<file path="src/sv/hsv_color_adjust_blend_macros.svh">
// assertion macros for the hsv color adjust and blend block
`ifndef HSV_COLOR_ADJUST_BLEND_MACROS_SVH
`define HSV_COLOR_ADJUST_BLEND_MACROS_SVH

`ifndef NO_ASSERTIONS

// same-cycle implication, sampled on clk, off while rst_n is low
`define HSVAB_ASSERT_IMP(lbl, ante, cons, msg) \
    lbl: assert property (@(posedge clk) disable iff (!rst_n) (ante) |-> (cons)) \
        else $error(msg);

// next-cycle implication, sampled on clk, off while rst_n is low
`define HSVAB_ASSERT_NXT(lbl, ante, cons, msg) \
    lbl: assert property (@(posedge clk) disable iff (!rst_n) (ante) |=> (cons)) \
        else $error(msg);

`else

`define HSVAB_ASSERT_IMP(lbl, ante, cons, msg)
`define HSVAB_ASSERT_NXT(lbl, ante, cons, msg)

`endif

`endif

</file>
<file path="src/sv/hsvab_div.sv">
// pipelined restoring divider, one quotient bit per stage, with a side payload
`timescale 1ns / 1ps
`default_nettype none

module hsvab_div #(
    parameter int DW = 36,
    parameter int SW = 9,
    parameter int QW = 27,
    parameter int PW = 8
) (
    input  wire logic          clk,
    input  wire logic          rst_n,
    input  wire logic          ce,
    input  wire logic          in_vld,
    input  wire logic [DW-1:0] dividend,
    input  wire logic [SW-1:0] divisor,
    input  wire logic [PW-1:0] pay_in,
    output logic               out_vld,
    output logic [QW-1:0]      quotient,
    output logic [PW-1:0]      pay_out
);

    localparam int TW = (DW > SW + QW) ? DW : SW + QW;

    logic [DW-1:0] rem_reg [QW];
    logic [SW-1:0] dv_reg  [QW];
    logic [QW-1:0] q_reg   [QW];
    logic          vld_reg [QW];
    logic [PW-1:0] pay_reg [QW];

    for (genvar i = 0; i < QW; i++) begin : g_stage
        localparam int B = QW - 1 - i;

        logic [DW-1:0] rem_in;
        logic [SW-1:0] dv_in;
        logic [QW-1:0] q_in;
        logic          vld_in;
        logic [PW-1:0] pay_i;
        logic [TW-1:0] sh;
        logic [TW-1:0] rem_w;
        logic          fit;
        logic [DW-1:0] rem_next;
        logic [QW-1:0] q_next;

        if (i == 0) begin : g_first
            assign rem_in = dividend;
            assign dv_in  = divisor;
            assign q_in   = '0;
            assign vld_in = in_vld;
            assign pay_i  = pay_in;
        end
        else begin : g_next
            assign rem_in = rem_reg[i-1];
            assign dv_in  = dv_reg[i-1];
            assign q_in   = q_reg[i-1];
            assign vld_in = vld_reg[i-1];
            assign pay_i  = pay_reg[i-1];
        end

        assign sh       = TW'(dv_in) << B;
        assign rem_w    = TW'(rem_in);
        assign fit      = rem_w >= sh;
        assign rem_next = fit ? DW'(rem_w - sh) : rem_in;
        assign q_next   = q_in | (QW'(fit) << B);

        always_ff @(posedge clk or negedge rst_n)
        begin
            if (!rst_n)
            begin
                vld_reg[i] <= 1'b0;
            end
            else if (ce)
            begin
                vld_reg[i] <= vld_in;
            end
        end

        always_ff @(posedge clk)
        begin
            if (ce)
            begin
                rem_reg[i] <= rem_next;
                dv_reg[i]  <= dv_in;
                q_reg[i]   <= q_next;
                pay_reg[i] <= pay_i;
            end
        end
    end

    assign out_vld  = vld_reg[QW-1];
    assign quotient = q_reg[QW-1];
    assign pay_out  = pay_reg[QW-1];

endmodule

`default_nettype wire

</file>
<file path="config.mk">
export PLATFORM = sky130hd
export DESIGN_NAME = hsvab_div
export DESIGN_NICKNAME = d
export VERILOG_FILES = /design/src/sv/hsv_color_adjust_blend_macros.svh /design/src/sv/hsvab_div.sv
export SDC_FILE = /design/constraint.sdc
export NUM_CORES = 2
export LEC_CHECK = 0
export BUFFER_PORTS_ARGS = -buffer_cell sky130_fd_sc_hd__buf_4
export CAP_MARGIN = 30
export CORE_AREA = 2 2 374 376
export CTS_CLUSTER_SIZE = 28
export DETAILED_ROUTE_END_ITERATION = 10
export DIE_AREA = 0 0 376 378
export PLACE_DENSITY = 0.68
export SLEW_MARGIN = 40
export SYNTH_ARGS = -nofsm -noshare
export SYNTH_HDL_FRONTEND = slang
export SYNTH_SLANG_ARGS = --single-unit
</file>
<file path="constraint.sdc">
create_clock -name clk -period 4.8 [get_ports clk]
set_input_delay 0.96 -clock clk [delete_from_list [all_inputs] [get_ports clk]]
set_output_delay 0.96 -clock clk [all_outputs]
set_load 0.05 [all_outputs]
</file>
==> impl_metrics.ini <==
[cts]
clkSinkCount = 1791
worstSkewPairLatency_ns = 0.82
cts-root-buf = clkbuf_16
cts_made_buffers = 180
path_clk_slew_ns = 0.06
cts_buffer_depth = 3
post_cts_buffers = 0
htreeDepth = 4
cts_tree = built

[setup_path]
slowest_stage = or4b_2
crit_chain = ha_1 > or4bb_1 > nor4_1 > nor4bb_1 > and4_1 > or4b_2 > nor4_1 > xor2_1
worst-endpoint-required_ns = 5.34
worstPathMaxFanout = 20
critical-path-top-delay-family = simple AND/OR/NAND/NOR gates
critPathKind = reg -> reg
slowest_delay_ns = 0.87
endpoint_kind = register
cp.arrival_ns = 4.31
path_buf_inv = 0
cp_common_cell = nor4_1
setup.worst_path.start_class = register

[floorplan]
die_h_um = 378
die-area_um2 = 142100
pin_count = 93
start_util_pct = 54.54
core_region_area_um2 = 138500
die_width_um = 376
rows = 137

[layout]
final_util_pct = 61.28
regArea_um2 = 53650
n_antenna_cell = 0
syn2layout_area_growth_pct = 12.36
largest_reg_flops = 936
multi_input_area_um2 = 20420
drive_gt1_share_pct = 9.684
nFillCells = 10270
fin_nets = 5679
finish.instance_area_um2 = 84870

[yosys]
synth_top_area_cell = edfxtp_1
avgSynthCellArea_um2 = 14.82
synth_edf_count = 1764
synth_fp_nets = 5424
synth_area_um2 = 75540
yosysTopAreaCellShare_pct = 70.13
synthArstFlopShare_pct = 1.508
synth-main-ff-cell = edfxtp_1
synth_seq_cells = 1791
ys_seq_area_share_pct = 71.02
synth_area_leaders = edfxtp_1, ha_1, xor2_1
synthMostInstantiatedCell = edfxtp_1
synth_common_cells = edfxtp_1, inv_1, nand2_1
syn_inst = 5098
synth_cell_types = 83
ys_warn_count = 0

[global_routing]
grt_pass1_vias = 39410
antenna_found_initial = 0
grt_usage_pct = 18.76
grt_overflow = 0
grt_max_degree = 177
grt_pass1_wl_mm = 210.3

[timing]
holdWs_ns = 0.3258
hold_viol = 0
tightest_slew_ns = 0.8310
finClkSkew_ns = 0.02891
slew_headroom_pct = 44.17
period_minus_slack_ns = 3.770
rsz0062_at_grt = false
layout_worst_path_cycle_share_pct = 78.55
setup_tns_ns = 0
drv_slew = 0
setup_viol = 0
clock.fmax_ghz = 0.2652

[power]
irDropWorstVdd_mv = 0.3099
power_leakage_nw = 30.20
p_per_area_nw_per_um2 = 490.8
power.total_mw = 41.66

[drt]
postRouteAntennaNets = 0
routed_via_density = 5.570
wl_per_cell_um = 18.22
drc_errors = 0
routed-via-count = 40720
wl_mm = 133.2
drtIter0Drc = 3219
dr.pass1.iters = 7

[run]
max_cap_viol_count = 0

[hold_path]
holdCritPathClass = in -> reg

[placed_design]
dp_hpwl_mm = 92.78
place_area_um2 = 78820
gp_congestion = 0.8886
numPortBuffers = 92

[status]
status = complete, no violations
[layer usage]
layer  vias up  track usage [%]  part of all wire [%]
met2       931            30.87                    48
met3       211            3.620                   4.9
li1      19830                -                     -
met4         0            5.894                   2.4
met1     19750            25.38                    44
met5         -                0                     0
[final timing paths]
path / startpoint / end / slack (ns) / cells past startpoint
max in group asynchronous: rst_n / g_stage[1].vld_in$_DFFE_PN0P_ / 3.96 / 2
setup reg to reg: rem_reg[2][156]$_DFFE_PP_ / rem_reg[2][215]$_DFFE_PP_ / 1.03 / 8
setup / recovery: rem_reg[2][156]$_DFFE_PP_ / rem_reg[2][215]$_DFFE_PP_ / 1.03 / 8
min in group asynchronous: rst_n / g_stage[26].vld_in$_DFFE_PN0P_ / 0.59 / 2
hold reg to reg: q_reg[8][12]$_DFFE_PP_ / q_reg[8][39]$_DFFE_PP_ / 0.40 / 0
hold / removal: pay_in[4] / pay_reg[0][4]$_DFFE_PP_ / 0.33 / 1
[cell families after synthesis]
kind of cell	synth area share, %
flip-flops	71.02
XOR/XNOR	5.229
buffers and inverters	2.042
AND/OR/NAND/NOR	9.811
multiplexers	1.204
adder cells (fa/ha/maj)	4.714
AO/OA/AOI/OAI	5.978
[worst register-to-register path: stages, from the launching register on]
cell	delay, ns
edfxtp_1	0.39
ha_1	0.37
or4bb_1	0.52
nor4_1	0.35
nor4bb_1	0.12
and4_1	0.43
or4b_2	0.87
nor4_1	0.31
xor2_1	0.14
[per-stage QoR]
stage                     worst slack [ns]  instances
after floorplan                      1.417       5098
after global placement               1.093       6973
after detailed placement             1.016       6974
after CTS                           0.9892       7308
after global routing                0.7669       7311
final                                1.030       7311
[area by class of cell]
cell class	count	share of cell area, %
Sequential cell	1791	63.21
Clock inverter	116	1.524
Clock buffer	217	5.496
Inverter	331	1.464
Multi-Input combinational cell	2903	24.06
Tap cell	1807	2.664
Timing Repair Buffer	146	1.580
[report_power, final]
group / switching [mW] / internal [mW] / total (mW)
registers: 1.40 / 19.7 / 21.1
logic: 3.82 / 2.93 / 6.75
clock network: 5.84 / 7.98 / 13.8
[what timing repair did]
item / in CTS / in global routing
resized for setup: 0 / 0
endpoints found under the setup margin: 0 / 0
hold endpoints to repair: 27 / 0
hold buffers: 1 / 0
[cells in the final DEF (no fill, tap or decap), drive strengths merged, types with 10 or more instances in the layout]
master and instances:
ha 243, nand4 43, o31ai 38, nor4b 22
a21oi 158, o211ai 16, a211oi 42, a21o 64
nor2 284, nor3 165, and4 10, buf 144
nand2 294, fa 26, mux2i 11, or2 15
bufinv 18, nor4 164, o21ai 210, nor2b 56
nand3 55, inv 338, dfrtp 27, xor2 252
xnor2 199, nand2b 60, edfxtp 1764, clkinv 79
nand3b 25, or3 55, or4 73, a31oi 11
a2111oi 10, nand4b 15, clkinvlp 12, o21a 63
and3 13, clkbuf 218, mux2 71, o31a 26
Note: power is estimated with default switching activity, not from simulation.
